===== src/hw/rtl/bkv_pkg.sv =====
// shared types, constants and key tables for the bracket key/value text parser
// no dependencies; used by all rtl modules
package bkv_pkg;

  localparam int MAX_VALUE_LEN = 128;
  localparam int MAX_NAME_LEN  = 64;
  localparam int STAGE_LIMIT   = 128;
  localparam int COUNT_CAP     = (MAX_VALUE_LEN > 255) ? 255 : MAX_VALUE_LEN;

  localparam int NAME_POS_W  = $clog2(MAX_NAME_LEN + 2);
  localparam int VALUE_CNT_W = 8;

  localparam int KEY_COUNT = 5;
  localparam int KEY_LEN   = 12;
  localparam int KEY_IDX_W = 3;
  localparam logic [KEY_IDX_W-1:0] KEY_NONE = 3'd7;

  // special bytes
  localparam logic [7:0] CH_NAME_OPEN  = 8'h5B;  // [
  localparam logic [7:0] CH_NAME_CLOSE = 8'h5D;  // ]
  localparam logic [7:0] CH_VALUE_OPEN = 8'h3C;  // <
  localparam logic [7:0] CH_COMMIT     = 8'h3E;  // >
  localparam logic [7:0] CH_ZERO       = 8'h00;

  localparam logic KIND_STAGE  = 1'b0;
  localparam logic KIND_COMMIT = 1'b1;

  localparam logic [1:0] TARGET_NAME   = 2'd0;
  localparam logic [1:0] TARGET_SERIAL = 2'd1;
  localparam logic [1:0] TARGET_MAC    = 2'd2;
  localparam logic [1:0] TARGET_OID    = 2'd3;

  localparam logic [7:0] KEY_CHARS [KEY_COUNT][KEY_LEN] = '{
    '{"A", "L", "I", "A", "S", "_", "N", "A", "M", "E", 8'h00, 8'h00},
    '{"P", "R", "O", "D", "U", "C", "T", "_", "N", "A", "M", "E"},
    '{"S", "E", "R", "I", "A", "L", "_", "N", "O", 8'h00, 8'h00, 8'h00},
    '{"M", "A", "C", 8'h00, 8'h00, 8'h00, 8'h00, 8'h00, 8'h00, 8'h00, 8'h00, 8'h00},
    '{"O", "I", "D", 8'h00, 8'h00, 8'h00, 8'h00, 8'h00, 8'h00, 8'h00, 8'h00, 8'h00}
  };
  localparam logic [NAME_POS_W-1:0] KEY_SIZE [KEY_COUNT] = '{
    NAME_POS_W'(10), NAME_POS_W'(12), NAME_POS_W'(9), NAME_POS_W'(3), NAME_POS_W'(3)
  };
  localparam logic [1:0] KEY_TARGET [KEY_COUNT] = '{
    TARGET_NAME, TARGET_NAME, TARGET_SERIAL, TARGET_MAC, TARGET_OID
  };
  localparam logic [VALUE_CNT_W-1:0] KEY_LIMIT [KEY_COUNT] = '{
    VALUE_CNT_W'(24), VALUE_CNT_W'(24), VALUE_CNT_W'(31), VALUE_CNT_W'(12),
    VALUE_CNT_W'(128)
  };

  typedef struct packed {
    logic       result_kind;
    logic [6:0] stage_index;
    logic [7:0] stage_byte;
    logic [1:0] target_field;
    logic [7:0] commit_length;
  } bkv_result_t;

  // key character at a name position, zero past the stored key text
  function automatic logic [7:0] key_char(input int k, input logic [NAME_POS_W-1:0] pos);
    logic [7:0] c;
    c = 8'h00;
    if (pos < NAME_POS_W'(KEY_LEN)) begin
      c = KEY_CHARS[k][pos[3:0]];
    end
    return c;
  endfunction

endpackage


===== src/hw/rtl/bkv_text_if.sv =====
// input channel of the parser: one record byte and the record start flag
// depends on nothing but the handshake convention valid/ready
interface bkv_text_if;
  logic       valid;
  logic       ready;
  logic [7:0] text_byte;
  logic       record_start;

  modport source (output valid, output text_byte, output record_start, input ready);
  modport sink   (input valid, input text_byte, input record_start, output ready);
endinterface


===== src/hw/rtl/bkv_result_if.sv =====
// output channel of the parser: one staged byte or one commit per transfer
// depends on nothing but the handshake convention valid/ready
interface bkv_result_if;
  logic       valid;
  logic       ready;
  logic       result_kind;
  logic [6:0] stage_index;
  logic [7:0] stage_byte;
  logic [1:0] target_field;
  logic [7:0] commit_length;

  modport source (output valid, output result_kind, output stage_index, output stage_byte,
                  output target_field, output commit_length, input ready);
  modport sink   (input valid, input result_kind, input stage_index, input stage_byte,
                  input target_field, input commit_length, output ready);
endinterface


===== src/hw/rtl/bkv_scan.sv =====
// parse state registers and the per-byte next-state and result logic
// depends on bkv_pkg
module bkv_scan (
  input  logic                 clk,
  input  logic                 rst,
  input  logic                 take,
  input  logic [7:0]           text_byte,
  input  logic                 record_start,
  output logic                 has_result,
  output bkv_pkg::bkv_result_t result
);

  typedef struct packed {
    logic                                   name_open;
    logic                                   name_complete;
    logic [bkv_pkg::NAME_POS_W-1:0]         name_position;
    logic                                   name_ended_by_zero;
    logic [bkv_pkg::KEY_COUNT-1:0]          key_prefix_ok;
    logic [bkv_pkg::KEY_IDX_W-1:0]          latched_key;
    logic                                   value_open;
    logic [bkv_pkg::VALUE_CNT_W-1:0]        value_count;
  } scan_state_t;

  localparam scan_state_t STATE_CLEAR = '{
    name_open:          1'b0,
    name_complete:      1'b0,
    name_position:      '0,
    name_ended_by_zero: 1'b0,
    key_prefix_ok:      '1,
    latched_key:        bkv_pkg::KEY_NONE,
    value_open:         1'b0,
    value_count:        '0
  };

  scan_state_t state;
  scan_state_t state_next;
  scan_state_t cur;
  scan_state_t fed;
  logic [bkv_pkg::KEY_IDX_W-1:0] latch_key;
  logic [bkv_pkg::VALUE_CNT_W-1:0] limit;

  // name bytes narrow the set of keys still matching
  always_comb begin
    fed = cur;
    if (!cur.name_ended_by_zero) begin
      for (int k = 0; k < bkv_pkg::KEY_COUNT; k++) begin
        if (text_byte == bkv_pkg::CH_ZERO) begin
          if (bkv_pkg::KEY_SIZE[k] != cur.name_position) fed.key_prefix_ok[k] = 1'b0;
        end else begin
          if (!((cur.name_position < bkv_pkg::KEY_SIZE[k]) &&
                (bkv_pkg::key_char(k, cur.name_position) == text_byte))) begin
            fed.key_prefix_ok[k] = 1'b0;
          end
        end
      end
      if (text_byte == bkv_pkg::CH_ZERO) fed.name_ended_by_zero = 1'b1;
    end
    if (cur.name_position <= bkv_pkg::NAME_POS_W'(bkv_pkg::MAX_NAME_LEN)) begin
      fed.name_position = cur.name_position + 1'b1;
    end
  end

  // first key that is still a match for the name seen so far
  always_comb begin
    latch_key = bkv_pkg::KEY_NONE;
    if (cur.name_position <= bkv_pkg::NAME_POS_W'(bkv_pkg::MAX_NAME_LEN)) begin
      for (int k = bkv_pkg::KEY_COUNT - 1; k >= 0; k--) begin
        if (cur.key_prefix_ok[k] &&
            (cur.name_ended_by_zero || bkv_pkg::KEY_SIZE[k] == cur.name_position)) begin
          latch_key = bkv_pkg::KEY_IDX_W'(k);
        end
      end
    end
  end

  always_comb begin
    cur = record_start ? STATE_CLEAR : state;
    state_next = cur;
    has_result = 1'b0;
    result = '0;
    limit = '0;
    if (cur.latched_key < bkv_pkg::KEY_IDX_W'(bkv_pkg::KEY_COUNT)) begin
      limit = bkv_pkg::KEY_LIMIT[cur.latched_key];
    end
    case (text_byte)
      bkv_pkg::CH_NAME_OPEN: begin
        state_next = STATE_CLEAR;
        state_next.name_open = 1'b1;
      end
      bkv_pkg::CH_COMMIT: begin
        if (cur.name_complete && cur.value_open &&
            cur.latched_key < bkv_pkg::KEY_IDX_W'(bkv_pkg::KEY_COUNT)) begin
          has_result = 1'b1;
          result.result_kind = bkv_pkg::KIND_COMMIT;
          result.target_field = bkv_pkg::KEY_TARGET[cur.latched_key];
          result.commit_length = (cur.value_count > limit) ? limit : cur.value_count;
        end
        state_next = STATE_CLEAR;
      end
      bkv_pkg::CH_VALUE_OPEN: begin
        if (cur.name_open) state_next = fed;
        if (cur.name_complete) begin
          state_next.value_open = 1'b1;
          state_next.value_count = '0;
        end
      end
      default: begin
        if (cur.name_open) state_next = fed;
        if (text_byte == bkv_pkg::CH_NAME_CLOSE) begin
          // a close with no open name drops the latched name
          state_next.name_complete = cur.name_open;
          state_next.latched_key = cur.name_open ? latch_key : bkv_pkg::KEY_NONE;
        end
        if (cur.value_open) begin
          if (cur.value_count < bkv_pkg::VALUE_CNT_W'(bkv_pkg::STAGE_LIMIT) &&
              cur.value_count < bkv_pkg::VALUE_CNT_W'(bkv_pkg::MAX_VALUE_LEN)) begin
            has_result = 1'b1;
            result.result_kind = bkv_pkg::KIND_STAGE;
            result.stage_index = cur.value_count[6:0];
            result.stage_byte = text_byte;
          end
          if (cur.value_count < bkv_pkg::VALUE_CNT_W'(bkv_pkg::COUNT_CAP)) begin
            state_next.value_count = cur.value_count + 1'b1;
          end
        end
      end
    endcase
  end

  always_ff @(posedge clk) begin
    if (rst) begin
      state <= STATE_CLEAR;
    end else if (take) begin
      state <= state_next;
    end
  end

endmodule


===== src/hw/rtl/bracket_key_value_text_parser_core.sv =====
// top level of the bracket key/value text parser: scanner plus two-entry result queue
// depends on bkv_pkg, bkv_text_if, bkv_result_if and bkv_scan
//
// Scans a stored information record one byte per transfer for text of the form
// [KEY]=<value> with five keys: the alias name, the product name, the serial number,
// MAC and OID.
// Each value byte (positions 0 to 127) comes out as a staged-byte result with its
// index; '>' after a matched key gives one commit result naming the target (name,
// serial, MAC, OID) and the length already cut to that target's limit (24, 31, 12,
// 128). '[' cancels a pending value; names longer than 64 bytes match nothing.
// Setting record_start with a byte clears all parse state before that byte.
// Every byte is handled in the cycle it is taken: the parse state is updated at
// the input transfer and any result is written into a two-entry output queue, so
// one byte is taken every cycle while the queue has a free entry. The input
// only stalls when both queue entries hold results the consumer has not taken.
module bracket_key_value_text_parser_core (
  input  logic         clk,
  input  logic         rst,
  bkv_text_if.sink     text_chan,
  bkv_result_if.source result_chan
);

  logic                 take;
  logic                 has_result;
  bkv_pkg::bkv_result_t result;

  // output queue: q0 is the head shown on the port, q1 holds a result behind it
  logic [1:0]           cnt;
  logic [1:0]           cnt_next;
  bkv_pkg::bkv_result_t q0;
  bkv_pkg::bkv_result_t q1;
  logic                 push;
  logic                 pop;

  assign text_chan.ready = (cnt != 2'd2);
  assign take = text_chan.valid && text_chan.ready;

  bkv_scan u_scan (
    .clk          (clk),
    .rst          (rst),
    .take         (take),
    .text_byte    (text_chan.text_byte),
    .record_start (text_chan.record_start),
    .has_result   (has_result),
    .result       (result)
  );

  assign push = take && has_result;
  assign pop  = result_chan.valid && result_chan.ready;

  always_comb begin
    cnt_next = cnt;
    if (push && !pop) cnt_next = cnt + 2'd1;
    if (!push && pop) cnt_next = cnt - 2'd1;
  end

  always_ff @(posedge clk) begin
    if (rst) begin
      cnt <= 2'd0;
    end else begin
      cnt <= cnt_next;
    end
  end

  // payload registers, no reset needed
  always_ff @(posedge clk) begin
    if (pop && cnt == 2'd2) begin
      q0 <= q1;
    end
    if (push) begin
      // the new result lands in the first free slot after this cycle's transfer out
      if (cnt == 2'd0 || (cnt == 2'd1 && pop)) begin
        q0 <= result;
      end else begin
        q1 <= result;
      end
    end
  end

  assign result_chan.valid         = (cnt != 2'd0);
  assign result_chan.result_kind   = q0.result_kind;
  assign result_chan.stage_index   = q0.stage_index;
  assign result_chan.stage_byte    = q0.stage_byte;
  assign result_chan.target_field  = q0.target_field;
  assign result_chan.commit_length = q0.commit_length;

endmodule


===== src/flat_wrapper.sv =====
// flat-port wrapper written by rule: the top's interface ports become plain ports
module bracket_key_value_text_parser_core_flat 
  (clk, rst, text_chan_valid, text_chan_text_byte, text_chan_record_start, text_chan_ready, result_chan_valid, result_chan_result_kind, result_chan_stage_index, result_chan_stage_byte, result_chan_target_field, result_chan_commit_length, result_chan_ready);
  bkv_text_if text_chan_i ();
  bkv_result_if result_chan_i ();
  input  logic clk;
  input  logic rst;
  input wire logic [$bits(text_chan_i.valid)-1:0] text_chan_valid;
  input wire logic [$bits(text_chan_i.text_byte)-1:0] text_chan_text_byte;
  input wire logic [$bits(text_chan_i.record_start)-1:0] text_chan_record_start;
  output wire logic [$bits(text_chan_i.ready)-1:0] text_chan_ready;
  output wire logic [$bits(result_chan_i.valid)-1:0] result_chan_valid;
  output wire logic [$bits(result_chan_i.result_kind)-1:0] result_chan_result_kind;
  output wire logic [$bits(result_chan_i.stage_index)-1:0] result_chan_stage_index;
  output wire logic [$bits(result_chan_i.stage_byte)-1:0] result_chan_stage_byte;
  output wire logic [$bits(result_chan_i.target_field)-1:0] result_chan_target_field;
  output wire logic [$bits(result_chan_i.commit_length)-1:0] result_chan_commit_length;
  input wire logic [$bits(result_chan_i.ready)-1:0] result_chan_ready;
  assign text_chan_i.valid = text_chan_valid;
  assign text_chan_i.text_byte = text_chan_text_byte;
  assign text_chan_i.record_start = text_chan_record_start;
  assign text_chan_ready = text_chan_i.ready;
  assign result_chan_valid = result_chan_i.valid;
  assign result_chan_result_kind = result_chan_i.result_kind;
  assign result_chan_stage_index = result_chan_i.stage_index;
  assign result_chan_stage_byte = result_chan_i.stage_byte;
  assign result_chan_target_field = result_chan_i.target_field;
  assign result_chan_commit_length = result_chan_i.commit_length;
  assign result_chan_i.ready = result_chan_ready;
  bracket_key_value_text_parser_core u_core (.clk(clk), .rst(rst), .text_chan(text_chan_i), .result_chan(result_chan_i));
endmodule

===== config.mk =====
export PLATFORM = sky130hd
export DESIGN_NAME = bracket_key_value_text_parser_core_flat
export DESIGN_NICKNAME = d
export VERILOG_FILES = /design/src/hw/rtl/bkv_pkg.sv /design/src/hw/rtl/bkv_text_if.sv /design/src/hw/rtl/bkv_result_if.sv /design/src/hw/rtl/bkv_scan.sv /design/src/hw/rtl/bracket_key_value_text_parser_core.sv /design/src/flat_wrapper.sv
export SDC_FILE = /design/constraint.sdc
export NUM_CORES = 1
export LEC_CHECK = 0
export BUFFER_PORTS_ARGS = -buffer_cell sky130_fd_sc_hd__buf_2
export CAP_MARGIN = 20
export CORE_ASPECT_RATIO = 1.25
export CORE_UTILIZATION = 40
export CTS_BUF_LIST = sky130_fd_sc_hd__clkbuf_4
export DETAILED_ROUTE_END_ITERATION = 8
export PLACE_DENSITY = 0.53
export SETUP_SLACK_MARGIN = 0.4
export SKIP_CTS_REPAIR_TIMING = 1
export SLEW_MARGIN = 40
export SYNTH_ARGS = -nofsm -noshare
export SYNTH_HDL_FRONTEND = slang
export SYNTH_SLANG_ARGS = --single-unit
export TNS_END_PERCENT = 30

===== constraint.sdc =====
create_clock -name clk -period 7.89 [get_ports clk]
set_clock_uncertainty 0.05 [all_clocks]
set_input_delay 1.578 -clock clk [delete_from_list [all_inputs] [get_ports clk]]
set_output_delay 1.578 -clock clk [all_outputs]
set_load 0.03 [all_outputs]

==> impl_metrics.env <==
export IMPL_grt_usage_pct=22.3
export IMPL_port_buffers=40
export IMPL_fmax_ghz=0.224
export IMPL_grt_max_degree=65
export IMPL_setup_viol=0
export IMPL_drtIter0Drc=289
export IMPL_crit_required_ns=8.23
export IMPL_start_util_pct=41.0
export IMPL_rows=47
export IMPL_nNetsFinal=690
export IMPL_hold_class="reg2reg"
export IMPL_cpLargestDelayFamily="simple AND/OR/NAND/NOR gates"
export IMPL_start_kind="input port"
export IMPL_antenna_cells=0
export IMPL_period_needed_ns=4.46
export IMPL_worstPathCellList="buf_2 -> clkinv_1 -> nand2_1 -> ha_1 -> nor2b_1 -> a211oi_1 -> or4_1 -> o31a_1 -> a2111oi_2 -> o32a_1"
export IMPL_synth_seq_area_share_pct=34.7
export IMPL_worstSetupEndpointType="flip-flop"
export IMPL_ant_nets=0
export IMPL_cp_slowest_cell="clkinv_1"
export IMPL_period_share_pct=56.5
export IMPL_wirelength_um=15300
export IMPL_syn_to_final_growth_pct=6.81
export IMPL_multi_input_area_um2=3230
export IMPL_status="finished clean"
export IMPL_synth_cells=645
export IMPL_core_um2=13200
export IMPL_drc=0
export IMPL_antenna_found_initial=0
export IMPL_firstDrtPassIters=4
export IMPL_avgSynthCellArea_um2=8.41
export IMPL_pre_cts_slack_ns=3.03
export IMPL_via_count=4892
export IMPL_fillers=1342
export IMPL_timing_final_hold_violations=0
export IMPL_routedWlPerCell_um=18.3
export IMPL_design_die_area_um2=14000
export IMPL_dpl_cell_area_um2=5670
export IMPL_worst_slew_pin_slew_ns=0.830
export IMPL_utilization_pct=43.8
export IMPL_clk_pin_slew_ns=0.14
export IMPL_worst_slack_ns=3.43
export IMPL_grt_pass1_wl_um=24800
export IMPL_place_congestion=0.959
export IMPL_drive_above_1_share_pct=13.0
export IMPL_max_stage_delay_ns=0.54
export IMPL_drv_slew=0
export IMPL_vdd_ir_drop_max_mv=0.0976
export IMPL_die_height_um=132
export IMPL_cp_arrival_ns=4.80
export IMPL_clkLatencyLatePin_ns=0.44
export IMPL_ios=41
export IMPL_grt_pass1_vias=4761
export IMPL_synth_cell_type_count=82
export IMPL_powerDensity_nw_per_um2=164
export IMPL_syn_area_um2=5420
export IMPL_numCtsBuffers=9
export IMPL_cts_tree="built"
export IMPL_crit_type="in2reg"
export IMPL_layout_commonest_cell="nand2_1"
export IMPL_htree_levels=3
export IMPL_rsz0062_at_grt="no"
export IMPL_clockBufferDepth=2
export IMPL_cts_root_buf="clkbuf_4"
export IMPL_dp_hpwl_um=11300
export IMPL_tns_ns=0
export IMPL_viasPerCell=5.87
export IMPL_synth_fp_nets=677
export IMPL_critPathMaxFanout=17
export IMPL_design_area_um2=5790
export IMPL_drv_cap=0
export IMPL_yosysWarnings=0
export IMPL_leakage_nw=2.30
export IMPL_crit_buf_inv=2
export IMPL_synthArstFlopShare_pct=0
export IMPL_ys_ff_latch=81
export IMPL_yosys_most_used_dff="dfxtp_1"
export IMPL_synth_edf_count=26
export IMPL_fp_dieW_um=106
export IMPL_gr_total_overflow=0
export IMPL_power_w=0.000950
export IMPL_seqCellArea_um2=1880
export IMPL_clkSinkCount=81
export IMPL_relSlewSlack_pct=44.6
export IMPL_layout_common_cells="nand2_1, dfxtp_1, nor2_1"
-- path summary, 6_finish.rpt --
kind / slack (ns) / start / cells after the start / to
worst min-delay path: 0.47 / u_core.u_scan.state[13] / 2 / u_core.u_scan.state[13]
worst max register to register: 4.56 / u_core.u_scan.state[19] / 9 / u_core.u_scan.state[14]
worst min register to register: 0.47 / u_core.u_scan.state[13] / 2 / u_core.u_scan.state[13]
worst max-delay path: 3.43 / text_chan_record_start / 10 / u_core.u_scan.state[14]
-- logic make-up (layout without fill, tap and decap cells) --
family / count (synthesis) / after routing / share of synthesized area, %
compound gates: 188 / 188 / 23.2
xor+xnor: 14 / 14 / 2.26
fa+ha+maj: 19 / 19 / 4.38
buf+inv: 71 / 89 / 5.79
flops: 81 / 81 / 34.7
mux: 32 / 32 / 6.00
simple gates: 240 / 240 / 23.6
-- flip-flops by register name, indices dropped and copies added, names as in the netlist --
register,cells
u_core.result_chan.commit_length,8
u_core.q1,26
u_core.result_chan.target_field,2
u_core.cnt,2
u_core.u_scan.state,27
u_core.result_chan.stage_index,7
u_core.result_chan.stage_byte,8
u_core.result_chan.result_kind,1
-- Yosys cell counts, types with 8 or more instances --
cell type	number	area, um2
nand2_1	61	229
dfxtp_1	55	1100
nor2_1	52	195
o21ai_0	49	245
a21oi_1	38	190
mux2i_1	28	280
edfxtp_1	26	781
inv_1	24	90.1
and2_1	19	119
ha_1	19	238
clkbuf_1	18	67.6
buf_2	17	85.1
nand3_1	15	75.1
nor2b_1	15	93.8
nor3_1	15	75.1
a31oi_1	12	75.1
xnor2_1	11	96.3
nand2b_1	9	56.3
o211ai_1	9	67.6
o22ai_1	8	50.1
-- where the power goes --
group	internal (W)	switching (W)
Combinational	0.0000726	0.000166
Clock	0.0000672	0.000157
Sequential	0.000468	0.0000195
-- metal layers --
metal / vias up / part of all wire (%) / GRT usage (%)
li1: 2405 / - / -
met4: 0 / 2.7 / 9.18
met1: 2334 / 43 / 26.8
met5: - / 0 / 0
met2: 125 / 50 / 39.5
met3: 28 / 3.7 / 3.06
-- per-stage QoR --
| stage | instances | hold slack (ns) |
|---|---|---|
| 6_report | 834 | 0.471 |
| 2_1_floorplan | 645 | 0.397 |
| 3_5_place_dp | 818 | 0.433 |
| 5_1_grt | 834 | 0.499 |
| 3_3_place_gp | 818 | 0.414 |
| 4_1_cts | 834 | 0.469 |
-- layout make-up --
| cell class | instances | share of cell area, % |
|---|---|---|
| clock buffer | 9 | 1.17 |
| clock inverter | 7 | 0.907 |
| inverter | 27 | 1.75 |
| multi-input combinational | 493 | 55.8 |
| sequential | 81 | 32.5 |
| tap | 171 | 3.69 |
| timing repair buffer | 46 | 4.23 |
-- tightest hold or removal path, cell delays in order, from the launching register on --
cell and delay, ns:
dfxtp_1 0.34, o32ai_1 0.10, nor2_1 0.05
Power figures use the tool's default switching activity.
